File: src/bism_pkg.sv
// Shared types and constants for the bounded integer set block.
// No dependencies; every other file of the block uses this package.
package bism_pkg;

  localparam int CAPACITY_DEF = 256;

  // Field widths fixed by the interface
  localparam int VAL_W     = 16;
  localparam int CNT_OUT_W = 9;
  localparam int CFG_IDX_W = 1;

  // Encoder tree: groups of 16 lanes per level
  localparam int GRP   = 16;
  localparam int GRP_W = 4;

  // Configuration register indexes
  localparam logic [CFG_IDX_W-1:0] CFG_RANGE_LOW  = 1'b0;
  localparam logic [CFG_IDX_W-1:0] CFG_RANGE_HIGH = 1'b1;

  localparam logic [VAL_W-1:0] RANGE_LOW_RST  = 16'd0;
  localparam logic [VAL_W-1:0] RANGE_HIGH_RST = 16'd255;

  // Operation codes
  localparam logic MODE_INSERT = 1'b0;
  localparam logic MODE_DELETE = 1'b1;

  typedef logic [1:0] status_t;
  localparam status_t ST_OK      = 2'd0;
  localparam status_t ST_RANGE   = 2'd1;
  localparam status_t ST_EMPTY   = 2'd2;
  localparam status_t ST_BAD_CFG = 2'd3;

  // Per-request result data carried down the encoder pipeline
  typedef struct packed {
    status_t              status;
    logic                 present;
    logic [CNT_OUT_W-1:0] member_count;
  } meta_t;

endpackage

File: src/bism_if.sv
// Valid/ready channel interfaces for request and result streams.
// Depends on bism_pkg for field widths and the status type.
interface bism_in_if;
  logic                                valid;
  logic                                ready;
  logic                                mode;
  logic signed [bism_pkg::VAL_W-1:0]   value;

  modport source (output valid, mode, value, input ready);
  modport sink   (input valid, mode, value, output ready);
endinterface

interface bism_out_if;
  logic                                  valid;
  logic                                  ready;
  bism_pkg::status_t                     status;
  logic                                  was_present;
  logic [bism_pkg::CNT_OUT_W-1:0]        member_count;
  logic signed [bism_pkg::VAL_W-1:0]     min_value;
  logic signed [bism_pkg::VAL_W-1:0]     max_value;

  modport source (output valid, status, was_present, member_count, min_value, max_value,
                  input ready);
  modport sink   (input valid, status, was_present, member_count, min_value, max_value,
                  output ready);
endinterface

File: src/bounded_integer_set_min_max_top.sv
// Top level of the bounded integer set with min/max tracking.
// Depends on bism_pkg, bism_if, bism_update, bism_leaf, bism_node, bism_out.
//
// Usage:
//   in_req  : insert (mode 0) or delete (mode 1) one signed 16-bit value.
//   out_res : one result per request: status, was_present, member count,
//             smallest and largest member (range_low-1 / range_high+1 if empty or range unusable).
//   cfg_*   : write range_low (index 0) or range_high (index 1); any write
//             empties the set. Write only while no request is in flight.
// Timing:
//   One request per cycle unless the pipeline stalls (see Stall). A result passes
//   through the bitmap update, 16-bit group encode, group merge and result
//   registers in order. The encoder depth is fixed by the three 16-way tree levels.
// Reset:
//   Synchronous, active low. Set empty, count zero, range [0, 255].
// Stall:
//   Each stage holds while the stage after it is full and stalled; in_req.ready
//   drops only once all four stages are full behind a stalled out_res.
module bounded_integer_set_min_max_top #(
  parameter int CAPACITY = bism_pkg::CAPACITY_DEF
) (
  input  logic                                 clk,
  input  logic                                 rst_n,
  bism_in_if.sink                              in_req,
  bism_out_if.source                           out_res,
  input  logic                                 cfg_we,
  input  logic [bism_pkg::CFG_IDX_W-1:0]       cfg_index,
  input  logic [bism_pkg::VAL_W-1:0]           cfg_wdata
);
  import bism_pkg::*;

  localparam int NG1 = (CAPACITY + GRP - 1) / GRP;  // leaf groups
  localparam int NG2 = (NG1 + GRP - 1) / GRP;       // merged groups, at most 16 while CAPACITY <= 4096

  // Range registers
  logic signed [VAL_W-1:0] range_low_r, range_high_r;

  always_ff @(posedge clk) begin
    if (!rst_n) begin
      range_low_r  <= RANGE_LOW_RST;
      range_high_r <= RANGE_HIGH_RST;
    end else if (cfg_we) begin
      unique case (cfg_index)
        CFG_RANGE_LOW:  range_low_r  <= cfg_wdata;
        CFG_RANGE_HIGH: range_high_r <= cfg_wdata;
      endcase
    end
  end

  // Pipeline advance chain, back from the result register
  logic upd_v, l1_v, l2_v;
  logic adv_out, adv_l2, adv_l1, adv_upd;

  assign adv_out      = !out_res.valid || out_res.ready;
  assign adv_l2       = !l2_v  || adv_out;
  assign adv_l1       = !l1_v  || adv_l2;
  assign adv_upd      = !upd_v || adv_l1;
  assign in_req.ready = adv_upd;

  // Stage 1: bitmap update
  meta_t               upd_meta;
  logic [CAPACITY-1:0] bitmap;

  bism_update #(.CAPACITY(CAPACITY)) u_update (
    .clk        (clk),
    .rst_n      (rst_n),
    .clr        (cfg_we),
    .range_low  (range_low_r),
    .range_high (range_high_r),
    .load       (adv_upd),
    .in_valid   (in_req.valid),
    .mode       (in_req.mode),
    .value      (in_req.value),
    .v_r        (upd_v),
    .meta_r     (upd_meta),
    .bitmap_r   (bitmap)
  );

  // Stage 2: per-group first/last bit, sampled from the post-update bitmap
  meta_t                    l1_meta;
  logic [NG1-1:0]           l1_any;
  logic [NG1-1:0][GRP_W-1:0] l1_first, l1_last;

  bism_leaf #(.NG(NG1)) u_leaf (
    .clk      (clk),
    .rst_n    (rst_n),
    .load     (adv_l1),
    .in_valid (upd_v),
    .meta     (upd_meta),
    .bits     ((NG1*GRP)'(bitmap)),
    .v_r      (l1_v),
    .meta_r   (l1_meta),
    .any_r    (l1_any),
    .first_r  (l1_first),
    .last_r   (l1_last)
  );

  // Stage 3: merge groups of 16
  meta_t                       l2_meta;
  logic [NG2-1:0]              l2_any;
  logic [NG2-1:0][2*GRP_W-1:0] l2_first, l2_last;

  bism_node #(.NGI(NG1), .IW(GRP_W)) u_node (
    .clk      (clk),
    .rst_n    (rst_n),
    .load     (adv_l2),
    .in_valid (l1_v),
    .meta     (l1_meta),
    .any      (l1_any),
    .first    (l1_first),
    .last     (l1_last),
    .v_r      (l2_v),
    .meta_r   (l2_meta),
    .any_r    (l2_any),
    .first_r  (l2_first),
    .last_r   (l2_last)
  );

  // Stage 4: final merge, min/max and result register
  bism_out #(.NG(NG2), .IW(2*GRP_W)) u_out (
    .clk        (clk),
    .rst_n      (rst_n),
    .load       (adv_out),
    .in_valid   (l2_v),
    .meta       (l2_meta),
    .any        (l2_any),
    .first      (l2_first),
    .last       (l2_last),
    .range_low  (range_low_r),
    .range_high (range_high_r),
    .out_res    (out_res)
  );

  a_bad_cfg_not_present: assert property (@(posedge clk) disable iff (!rst_n)
    (out_res.valid && out_res.status == ST_BAD_CFG) |-> !out_res.was_present)
    else $error("bad config result flags a member");

  a_min_le_max: assert property (@(posedge clk) disable iff (!rst_n)
    (out_res.valid && out_res.status != ST_BAD_CFG && out_res.member_count != '0)
      |-> (out_res.min_value <= out_res.max_value))
    else $error("non-empty set reports min above max");

  a_accept_fills_stage: assert property (@(posedge clk) disable iff (!rst_n)
    (in_req.valid && in_req.ready) |=> upd_v)
    else $error("accepted request lost at update stage");

endmodule

File: src/bism_update.sv
// Membership bitmap and count: applies one insert/delete per cycle while load is high.
// Depends on bism_pkg.
module bism_update #(
  parameter int CAPACITY = bism_pkg::CAPACITY_DEF
) (
  input  logic                              clk,
  input  logic                              rst_n,
  input  logic                              clr,
  input  logic signed [bism_pkg::VAL_W-1:0] range_low,
  input  logic signed [bism_pkg::VAL_W-1:0] range_high,
  input  logic                              load,
  input  logic                              in_valid,
  input  logic                              mode,
  input  logic signed [bism_pkg::VAL_W-1:0] value,
  output logic                              v_r,
  output bism_pkg::meta_t                   meta_r,
  output logic [CAPACITY-1:0]               bitmap_r
);
  import bism_pkg::*;

  localparam int IDX_W = $clog2(CAPACITY);
  localparam int CNT_W = $clog2(CAPACITY + 1);
  localparam int EXT_W = VAL_W + 2;

  logic [CNT_W-1:0]        count_r;
  logic [CNT_W-1:0]        count_nxt;
  logic [CAPACITY-1:0]     bitmap_nxt;
  logic signed [EXT_W-1:0] low_x, high_x, val_x, span_m1, off;
  logic [IDX_W-1:0]        idx;
  logic                    good, inrange, present, take;
  status_t                 status;
  logic [CNT_W+CNT_OUT_W-1:0] cnt_ext;
  meta_t                   meta_nxt;

  assign take   = load & in_valid;
  assign low_x  = {{2{range_low[VAL_W-1]}}, range_low};
  assign high_x = {{2{range_high[VAL_W-1]}}, range_high};
  assign val_x  = {{2{value[VAL_W-1]}}, value};

  // range must be non-degenerate and fit the bitmap
  assign span_m1 = high_x - low_x;
  assign good    = (low_x < high_x) && (span_m1 < $signed(EXT_W'(CAPACITY)));
  assign inrange = (val_x >= low_x) && (val_x <= high_x);
  assign off     = val_x - low_x;
  assign idx     = off[IDX_W-1:0];
  assign present = good && inrange && bitmap_r[idx];

  always_comb begin
    bitmap_nxt = bitmap_r;
    count_nxt  = count_r;
    status     = ST_OK;
    priority if (!good) begin
      status = ST_BAD_CFG;
    end else if (mode == MODE_INSERT) begin
      priority if (!inrange) begin
        status = ST_RANGE;
      end else if (!present) begin
        bitmap_nxt[idx] = 1'b1;
        count_nxt       = count_r + 1'b1;
      end else begin
        // duplicate: set unchanged
        status = ST_OK;
      end
    end else begin
      priority if (count_r == '0) begin
        status = ST_EMPTY;
      end else if (present) begin
        bitmap_nxt[idx] = 1'b0;
        count_nxt       = count_r - 1'b1;
      end else begin
        // absent or out-of-range value: count holds
        status = ST_OK;
      end
    end
  end

  assign cnt_ext               = {{CNT_OUT_W{1'b0}}, count_nxt};
  assign meta_nxt.status       = status;
  assign meta_nxt.present      = present;
  assign meta_nxt.member_count = cnt_ext[CNT_OUT_W-1:0];

  always_ff @(posedge clk) begin
    if (!rst_n) begin
      bitmap_r <= '0;
      count_r  <= '0;
      v_r      <= 1'b0;
    end else begin
      if (clr) begin
        bitmap_r <= '0;
        count_r  <= '0;
      end else if (take) begin
        bitmap_r <= bitmap_nxt;
        count_r  <= count_nxt;
      end
      if (load) begin
        v_r <= in_valid;
      end
    end
  end

  always_ff @(posedge clk) begin
    if (load) begin
      meta_r <= meta_nxt;
    end
  end

  a_count_matches_bitmap: assert property (@(posedge clk) disable iff (!rst_n)
    $countones(bitmap_r) == count_r)
    else $error("member count disagrees with bitmap population");

  a_cfg_clears: assert property (@(posedge clk) disable iff (!rst_n)
    clr |=> (count_r == '0) && (bitmap_r == '0))
    else $error("config write did not empty the set");

  a_bad_cfg_frozen: assert property (@(posedge clk) disable iff (!rst_n)
    (take && !good && !clr) |=> $stable(bitmap_r) && $stable(count_r))
    else $error("set changed under bad config");

endmodule

File: src/bism_leaf.sv
// First level of the min/max encoder: first/last set bit in each 16-bit group.
// Depends on bism_pkg.
module bism_leaf #(
  parameter int NG = 16
) (
  input  logic                                  clk,
  input  logic                                  rst_n,
  input  logic                                  load,
  input  logic                                  in_valid,
  input  bism_pkg::meta_t                       meta,
  input  logic [NG*bism_pkg::GRP-1:0]           bits,
  output logic                                  v_r,
  output bism_pkg::meta_t                       meta_r,
  output logic [NG-1:0]                         any_r,
  output logic [NG-1:0][bism_pkg::GRP_W-1:0]    first_r,
  output logic [NG-1:0][bism_pkg::GRP_W-1:0]    last_r
);
  import bism_pkg::*;

  logic [NG-1:0]            any_nxt;
  logic [NG-1:0][GRP_W-1:0] first_nxt, last_nxt;

  always_comb begin
    for (int g = 0; g < NG; g++) begin
      any_nxt[g]   = |bits[g*GRP +: GRP];
      first_nxt[g] = '0;
      last_nxt[g]  = '0;
      for (int k = GRP - 1; k >= 0; k--) begin
        if (bits[g*GRP + k]) first_nxt[g] = GRP_W'(k);
      end
      for (int k = 0; k < GRP; k++) begin
        if (bits[g*GRP + k]) last_nxt[g] = GRP_W'(k);
      end
    end
  end

  always_ff @(posedge clk) begin
    if (!rst_n) begin
      v_r <= 1'b0;
    end else if (load) begin
      v_r <= in_valid;
    end
  end

  always_ff @(posedge clk) begin
    if (load) begin
      meta_r  <= meta;
      any_r   <= any_nxt;
      first_r <= first_nxt;
      last_r  <= last_nxt;
    end
  end

endmodule

File: src/bism_node.sv
// Inner level of the min/max encoder: merges groups of 16 lanes into one.
// Depends on bism_pkg.
module bism_node #(
  parameter int NGI = 16,
  parameter int IW  = 4
) (
  input  logic                                                    clk,
  input  logic                                                    rst_n,
  input  logic                                                    load,
  input  logic                                                    in_valid,
  input  bism_pkg::meta_t                                         meta,
  input  logic [NGI-1:0]                                          any,
  input  logic [NGI-1:0][IW-1:0]                                  first,
  input  logic [NGI-1:0][IW-1:0]                                  last,
  output logic                                                    v_r,
  output bism_pkg::meta_t                                         meta_r,
  output logic [(NGI+bism_pkg::GRP-1)/bism_pkg::GRP-1:0]          any_r,
  output logic [(NGI+bism_pkg::GRP-1)/bism_pkg::GRP-1:0][IW+bism_pkg::GRP_W-1:0] first_r,
  output logic [(NGI+bism_pkg::GRP-1)/bism_pkg::GRP-1:0][IW+bism_pkg::GRP_W-1:0] last_r
);
  import bism_pkg::*;

  localparam int NGO = (NGI + GRP - 1) / GRP;
  localparam int OW  = IW + GRP_W;

  logic [NGO*GRP-1:0]           any_p;
  logic [NGO*GRP-1:0][IW-1:0]   first_p, last_p;
  logic [NGO-1:0]               any_nxt;
  logic [NGO-1:0][OW-1:0]       first_nxt, last_nxt;

  assign any_p = (NGO*GRP)'(any);

  always_comb begin
    first_p = '0;
    last_p  = '0;
    for (int i = 0; i < NGI; i++) begin
      first_p[i] = first[i];
      last_p[i]  = last[i];
    end
  end

  always_comb begin
    for (int g = 0; g < NGO; g++) begin
      any_nxt[g]   = |any_p[g*GRP +: GRP];
      first_nxt[g] = '0;
      last_nxt[g]  = '0;
      for (int k = GRP - 1; k >= 0; k--) begin
        if (any_p[g*GRP + k]) first_nxt[g] = {GRP_W'(k), first_p[g*GRP + k]};
      end
      for (int k = 0; k < GRP; k++) begin
        if (any_p[g*GRP + k]) last_nxt[g] = {GRP_W'(k), last_p[g*GRP + k]};
      end
    end
  end

  always_ff @(posedge clk) begin
    if (!rst_n) begin
      v_r <= 1'b0;
    end else if (load) begin
      v_r <= in_valid;
    end
  end

  always_ff @(posedge clk) begin
    if (load) begin
      meta_r  <= meta;
      any_r   <= any_nxt;
      first_r <= first_nxt;
      last_r  <= last_nxt;
    end
  end

endmodule

File: src/bism_out.sv
// Final encoder level and result register: forms min/max and drives the result channel.
// Depends on bism_pkg and bism_out_if.
module bism_out #(
  parameter int NG = 1,
  parameter int IW = 8
) (
  input  logic                              clk,
  input  logic                              rst_n,
  input  logic                              load,
  input  logic                              in_valid,
  input  bism_pkg::meta_t                   meta,
  input  logic [NG-1:0]                     any,
  input  logic [NG-1:0][IW-1:0]             first,
  input  logic [NG-1:0][IW-1:0]             last,
  input  logic signed [bism_pkg::VAL_W-1:0] range_low,
  input  logic signed [bism_pkg::VAL_W-1:0] range_high,
  bism_out_if.source                        out_res
);
  import bism_pkg::*;

  localparam int XW = IW + GRP_W;

  logic [XW-1:0]          fidx, lidx;
  logic                   empty;
  logic signed [VAL_W-1:0] min_nxt, max_nxt;
  logic                   v_r;
  meta_t                  meta_r;
  logic signed [VAL_W-1:0] min_r, max_r;

  always_comb begin
    fidx = '0;
    lidx = '0;
    for (int k = NG - 1; k >= 0; k--) begin
      if (any[k]) fidx = {GRP_W'(k), first[k]};
    end
    for (int k = 0; k < NG; k++) begin
      if (any[k]) lidx = {GRP_W'(k), last[k]};
    end
  end

  // empty set (or bad range) reports the bounds just outside the range
  assign empty   = !(|any) || (meta.status == ST_BAD_CFG);
  assign min_nxt = empty ? range_low - 16'sd1  : range_low + VAL_W'(fidx);
  assign max_nxt = empty ? range_high + 16'sd1 : range_low + VAL_W'(lidx);

  always_ff @(posedge clk) begin
    if (!rst_n) begin
      v_r <= 1'b0;
    end else if (load) begin
      v_r <= in_valid;
    end
  end

  always_ff @(posedge clk) begin
    if (load) begin
      meta_r <= meta;
      min_r  <= min_nxt;
      max_r  <= max_nxt;
    end
  end

  assign out_res.valid        = v_r;
  assign out_res.status       = meta_r.status;
  assign out_res.was_present  = meta_r.present;
  assign out_res.member_count = meta_r.member_count;
  assign out_res.min_value    = min_r;
  assign out_res.max_value    = max_r;

endmodule

File: src/flat_wrapper.sv
// flat-port wrapper written by rule: the top's interface ports become plain ports
module bounded_integer_set_min_max_top_flat import bism_pkg::*;
#(
  parameter int CAPACITY = bism_pkg::CAPACITY_DEF
)
  (clk, rst_n, cfg_we, cfg_index, cfg_wdata, in_req_valid, in_req_mode, in_req_value, in_req_ready, out_res_valid, out_res_status, out_res_was_present, out_res_member_count, out_res_min_value, out_res_max_value, out_res_ready);
  bism_in_if in_req_i ();
  bism_out_if out_res_i ();
  input  logic clk;
  input  logic rst_n;
  input  logic cfg_we;
  input  logic [bism_pkg::CFG_IDX_W-1:0] cfg_index;
  input  logic [bism_pkg::VAL_W-1:0] cfg_wdata;
  input wire logic [$bits(in_req_i.valid)-1:0] in_req_valid;
  input wire logic [$bits(in_req_i.mode)-1:0] in_req_mode;
  input wire logic [$bits(in_req_i.value)-1:0] in_req_value;
  output wire logic [$bits(in_req_i.ready)-1:0] in_req_ready;
  output wire logic [$bits(out_res_i.valid)-1:0] out_res_valid;
  output wire logic [$bits(out_res_i.status)-1:0] out_res_status;
  output wire logic [$bits(out_res_i.was_present)-1:0] out_res_was_present;
  output wire logic [$bits(out_res_i.member_count)-1:0] out_res_member_count;
  output wire logic [$bits(out_res_i.min_value)-1:0] out_res_min_value;
  output wire logic [$bits(out_res_i.max_value)-1:0] out_res_max_value;
  input wire logic [$bits(out_res_i.ready)-1:0] out_res_ready;
  assign in_req_i.valid = in_req_valid;
  assign in_req_i.mode = in_req_mode;
  assign in_req_i.value = in_req_value;
  assign in_req_ready = in_req_i.ready;
  assign out_res_valid = out_res_i.valid;
  assign out_res_status = out_res_i.status;
  assign out_res_was_present = out_res_i.was_present;
  assign out_res_member_count = out_res_i.member_count;
  assign out_res_min_value = out_res_i.min_value;
  assign out_res_max_value = out_res_i.max_value;
  assign out_res_i.ready = out_res_ready;
  bounded_integer_set_min_max_top #(.CAPACITY(CAPACITY)) u_core (.clk(clk), .rst_n(rst_n), .in_req(in_req_i), .out_res(out_res_i), .cfg_we(cfg_we), .cfg_index(cfg_index), .cfg_wdata(cfg_wdata));
endmodule
File: config.mk
export PLATFORM = sky130hd
export DESIGN_NAME = bounded_integer_set_min_max_top_flat
export DESIGN_NICKNAME = d
export VERILOG_FILES = /design/src/bism_pkg.sv /design/src/bism_if.sv /design/src/bounded_integer_set_min_max_top.sv /design/src/bism_update.sv /design/src/bism_leaf.sv /design/src/bism_node.sv /design/src/bism_out.sv /design/src/flat_wrapper.sv
export SDC_FILE = /design/constraint.sdc
export NUM_CORES = 2
export LEC_CHECK = 0
export BUFFER_PORTS_ARGS = -buffer_cell sky130_fd_sc_hd__buf_2
export CAP_MARGIN = 20
export CELL_PAD_IN_SITES_DETAIL_PLACEMENT = 1
export CELL_PAD_IN_SITES_GLOBAL_PLACEMENT = 1
export CORE_AREA = 4 4 421 257
export CTS_BUF_LIST = sky130_fd_sc_hd__clkbuf_8
export DETAILED_ROUTE_END_ITERATION = 12
export DIE_AREA = 0 0 425 261
export PLACE_DENSITY_LB_ADDON = 0.2
export SYNTH_ARGS = -nofsm -noshare
export SYNTH_HDL_FRONTEND = slang
export SYNTH_SLANG_ARGS = --single-unit
File: constraint.sdc
create_clock -name clk -period 10.7 [get_ports clk]
set_input_delay 1.07 -clock clk [delete_from_list [all_inputs] [get_ports clk]]
set_output_delay 1.07 -clock clk [all_outputs]
set_load 0.01 [all_outputs]
==> reports/results.ini <==
[critical_path]
max_stage_delay_ns = 1.39
crit_chain = ha_4 -> inv_1 -> fa_4 -> buf_4 -> mux4_2 -> mux2i_1 -> mux2i_1 -> a22oi_1 -> a31oi_1 -> a311oi_2 -> o21ai_1 -> a2111oi_4 -> buf_12 -> and3_1 -> buf_4 -> a311oi_1
cp-start-kind = flip-flop
cp-startpoint = u_core.range_low_r[0]
arrival_ns = 8.49
critical_path_class = reg -> reg
critPathSlowestCell = fa_4
required_ns = 11.25
regToRegSetupSlack_ns = 2.76
worst-path-max-fanout = 170
end_kind = flip-flop
timing.rr.start = u_core.range_low_r[0]
r2r_cells = 16

[die]
coreArea_um2 = 104000
io-pin-count = 85
die_h_um = 261
die_area_um2 = 111000
rows = 92
die_w_um = 425
initial_core_util = 0.298

[sta]
period_needed_ns = 7.94
setup_violations = 0
fin_tns_setup_ns = 0
skew_ns = 0.0396
timing.final.crit_share = 0.742
rsz0062_at_grt = no
finalMaxSlewViolations = 105
whs_ns = 0.416
hold_violations = 0
fin_ws_ns = 2.76
fmax_mhz = 126
slew_headroom = -0.0962
worstMarginPinSlew_ns = 1.64

[yosys]
synthTopCellsByArea = edfxtp_1 (23%), dfxtp_1 (19%), a311oi_1 (7.4%)
ys_types = 77
synth_seq_area_share = 0.427
synth_cells = 3144
synth_top_area_frac = 0.233
syn_avg_cell_area_um2 = 9.87
synth_largest_area_cell = edfxtp_1
ys.flop_type = dfxtp_1
ys_seq_elements = 542
synth-warning-count = 0
synth_edf_count = 241
async_reset_ff_frac = 0
netlist_area_um2 = 31000
syn_nets = 3262

[layout]
nNetsFinal = 3235
final_core_util = 0.330
n_fill_cell = 11800
finalNonFillerCells = 4600
ff_latch_area_um2 = 13300
postLayoutCellArea_um2 = 34400
multi_input_area_um2 = 16000
area_growth_pct = 10.8
drive_gt1_frac = 0.125

[global_routing]
grt_usage = 0.218
grt_pass1_vias = 27600
grt_pass1_wl_um = 185000
overflow = 0
grt_max_degree = 198
antenna_found_initial = 4

[placed_design]
gp_congestion = 0.860
placed_cells_incl_taps = 4432
io_buffers = 84
dp_hpwl_um = 85200
dpl_cell_area_um2 = 32600
dpl_worst_slack_ns = 2.13

[clock_network]
cts_buffer_depth = 3
cts_root_buffer = clkbuf_8
cts_resized = 0
postCtsSetupRepairBufs = 0
htreeDepth = 3
insertion_delay_ns = 0.77
cts_sinks = 542
cts_buffers = 91
cts_tree = done
hold_buffers = 0
clkTransAtPathRegs_ns = 0.07

[routing]
wl_um = 124000
first_pass_iters = 5
vias = 28300
wire_per_inst_um = 27.0
drtIter0Drc = 2860
viasPerCell = 6.14
ant_nets = 0
route.detailed.drc = 0

[run]
max_cap_violations = 0

[pwr]
power_density_nw_per_um2 = 138
peakVddDrop_mv = 0.0808
leakagePower_nw = 11.9
finalPower_mw = 4.73

[worst_hold_path]
hold_path.class = reg -> reg
min-delay-start = u_core.u_update.meta_r[11]

[outcome]
violations = slew limit
outcome = finished with violations

[logic make-up after synthesis]
group	synth area share
AOI/OAI and AO/OA	0.280
and+or+nand+nor	0.119
DFF	0.427
buffers and inverters	0.0642
muxes	0.0602
adders and majority gates	0.0326
xor gates and xnor gates	0.0160
[Yosys cell counts (61+ instances only)]
cell / number
o21bai_1: 101
nor2_1: 214
ha_1: 76
nand2_1: 191
edfxtp_1: 241
dfxtp_1: 301
mux4_2: 68
a21oi_1: 193
a311oi_1: 262
o21ai_0: 92
a41oi_1: 257
nor4_1: 61
inv_1: 161
nor3_1: 89
clkbuf_1: 200
[layer usage]
layer	share of wire	vias up	track usage
li1	-	12500	-
met1	0.50	14500	0.348
met2	0.39	1164	0.290
met3	0.092	146	0.0561
met4	0.015	2	0.0401
met5	0.00014	-	0
[power breakdown]
group	leakage (nW)	internal, mW	switching (mW)	total (mW)
Combinational	5.59	0.173	0.492	0.665
Clock	1.00	0.921	0.941	1.86
Sequential	5.31	2.18	0.0235	2.21
[worst max-delay path, delay by kind of cell, from the launching register on]
| kind | cells | cell delay (ns) |
|---|---|---|
| AOI/OAI and AO/OA | 6 | 1.90 |
| adders and majority gates | 2 | 1.59 |
| buffers and inverters | 4 | 1.44 |
| and+or+nand+nor | 1 | 0.98 |
| muxes | 3 | 0.93 |
| DFF | 1 | 0.58 |
[how the worst min path moves through the flow]
stage,endpoint,slack (ns),cells past startpoint
finish,u_core.u_leaf.meta_r[11],0.42,0
global placement,u_core.u_out.out_res.was_present,0.40,0
detailed placement,u_core.u_node.meta_r[10],0.41,0
CTS,u_core.u_leaf.meta_r[11],0.42,0
global route,u_core.u_out.out_res.was_present,0.42,0
floorplan,u_core.u_leaf.meta_r[0],0.40,0
[layout by cell type, fill, tap and decap left out, types with 16 or more instances in the layout]
| cell type | synthesis | layout |
|---|---|---|
| nor3_1 | 89 | 79 |
| xnor2_1 | 45 | 43 |
| nand3_1 | 50 | 50 |
| buf_2 | 38 | 83 |
| ha_1 | 76 | 75 |
| a311oi_1 | 262 | 262 |
| inv_1 | 161 | 191 |
| o21ai_0 | 92 | 92 |
| dfxtp_1 | 301 | 301 |
| a41oi_1 | 257 | 257 |
| buf_4 | 8 | 72 |
| o31a_1 | 35 | 35 |
| and2_1 | 27 | 27 |
| edfxtp_1 | 241 | 241 |
| clkbuf_8 | 0 | 102 |
| nor2b_1 | 30 | 30 |
| mux4_2 | 68 | 68 |
| and3_1 | 50 | 50 |
| a211oi_1 | 28 | 28 |
| a21oi_1 | 193 | 193 |
| o31ai_1 | 40 | 40 |
| a21boi_0 | 34 | 34 |
| nand2_1 | 191 | 191 |
| mux2i_1 | 28 | 28 |
| o21bai_1 | 101 | 101 |
| nor2_1 | 214 | 208 |
| o211ai_1 | 16 | 16 |
| nor4_1 | 61 | 53 |
[cell type report]
class / instances / share of cell area
multi-input combinational: 2160 / 0.465
sequential: 542 / 0.386
tap: 1410 / 0.0513
clock buffer: 102 / 0.0408
timing repair buffer: 160 / 0.0302
inverter: 162 / 0.0178
clock inverter: 63 / 0.00960
antenna: 1 / 0.0000728
Power figures use the tool's default switching activity.
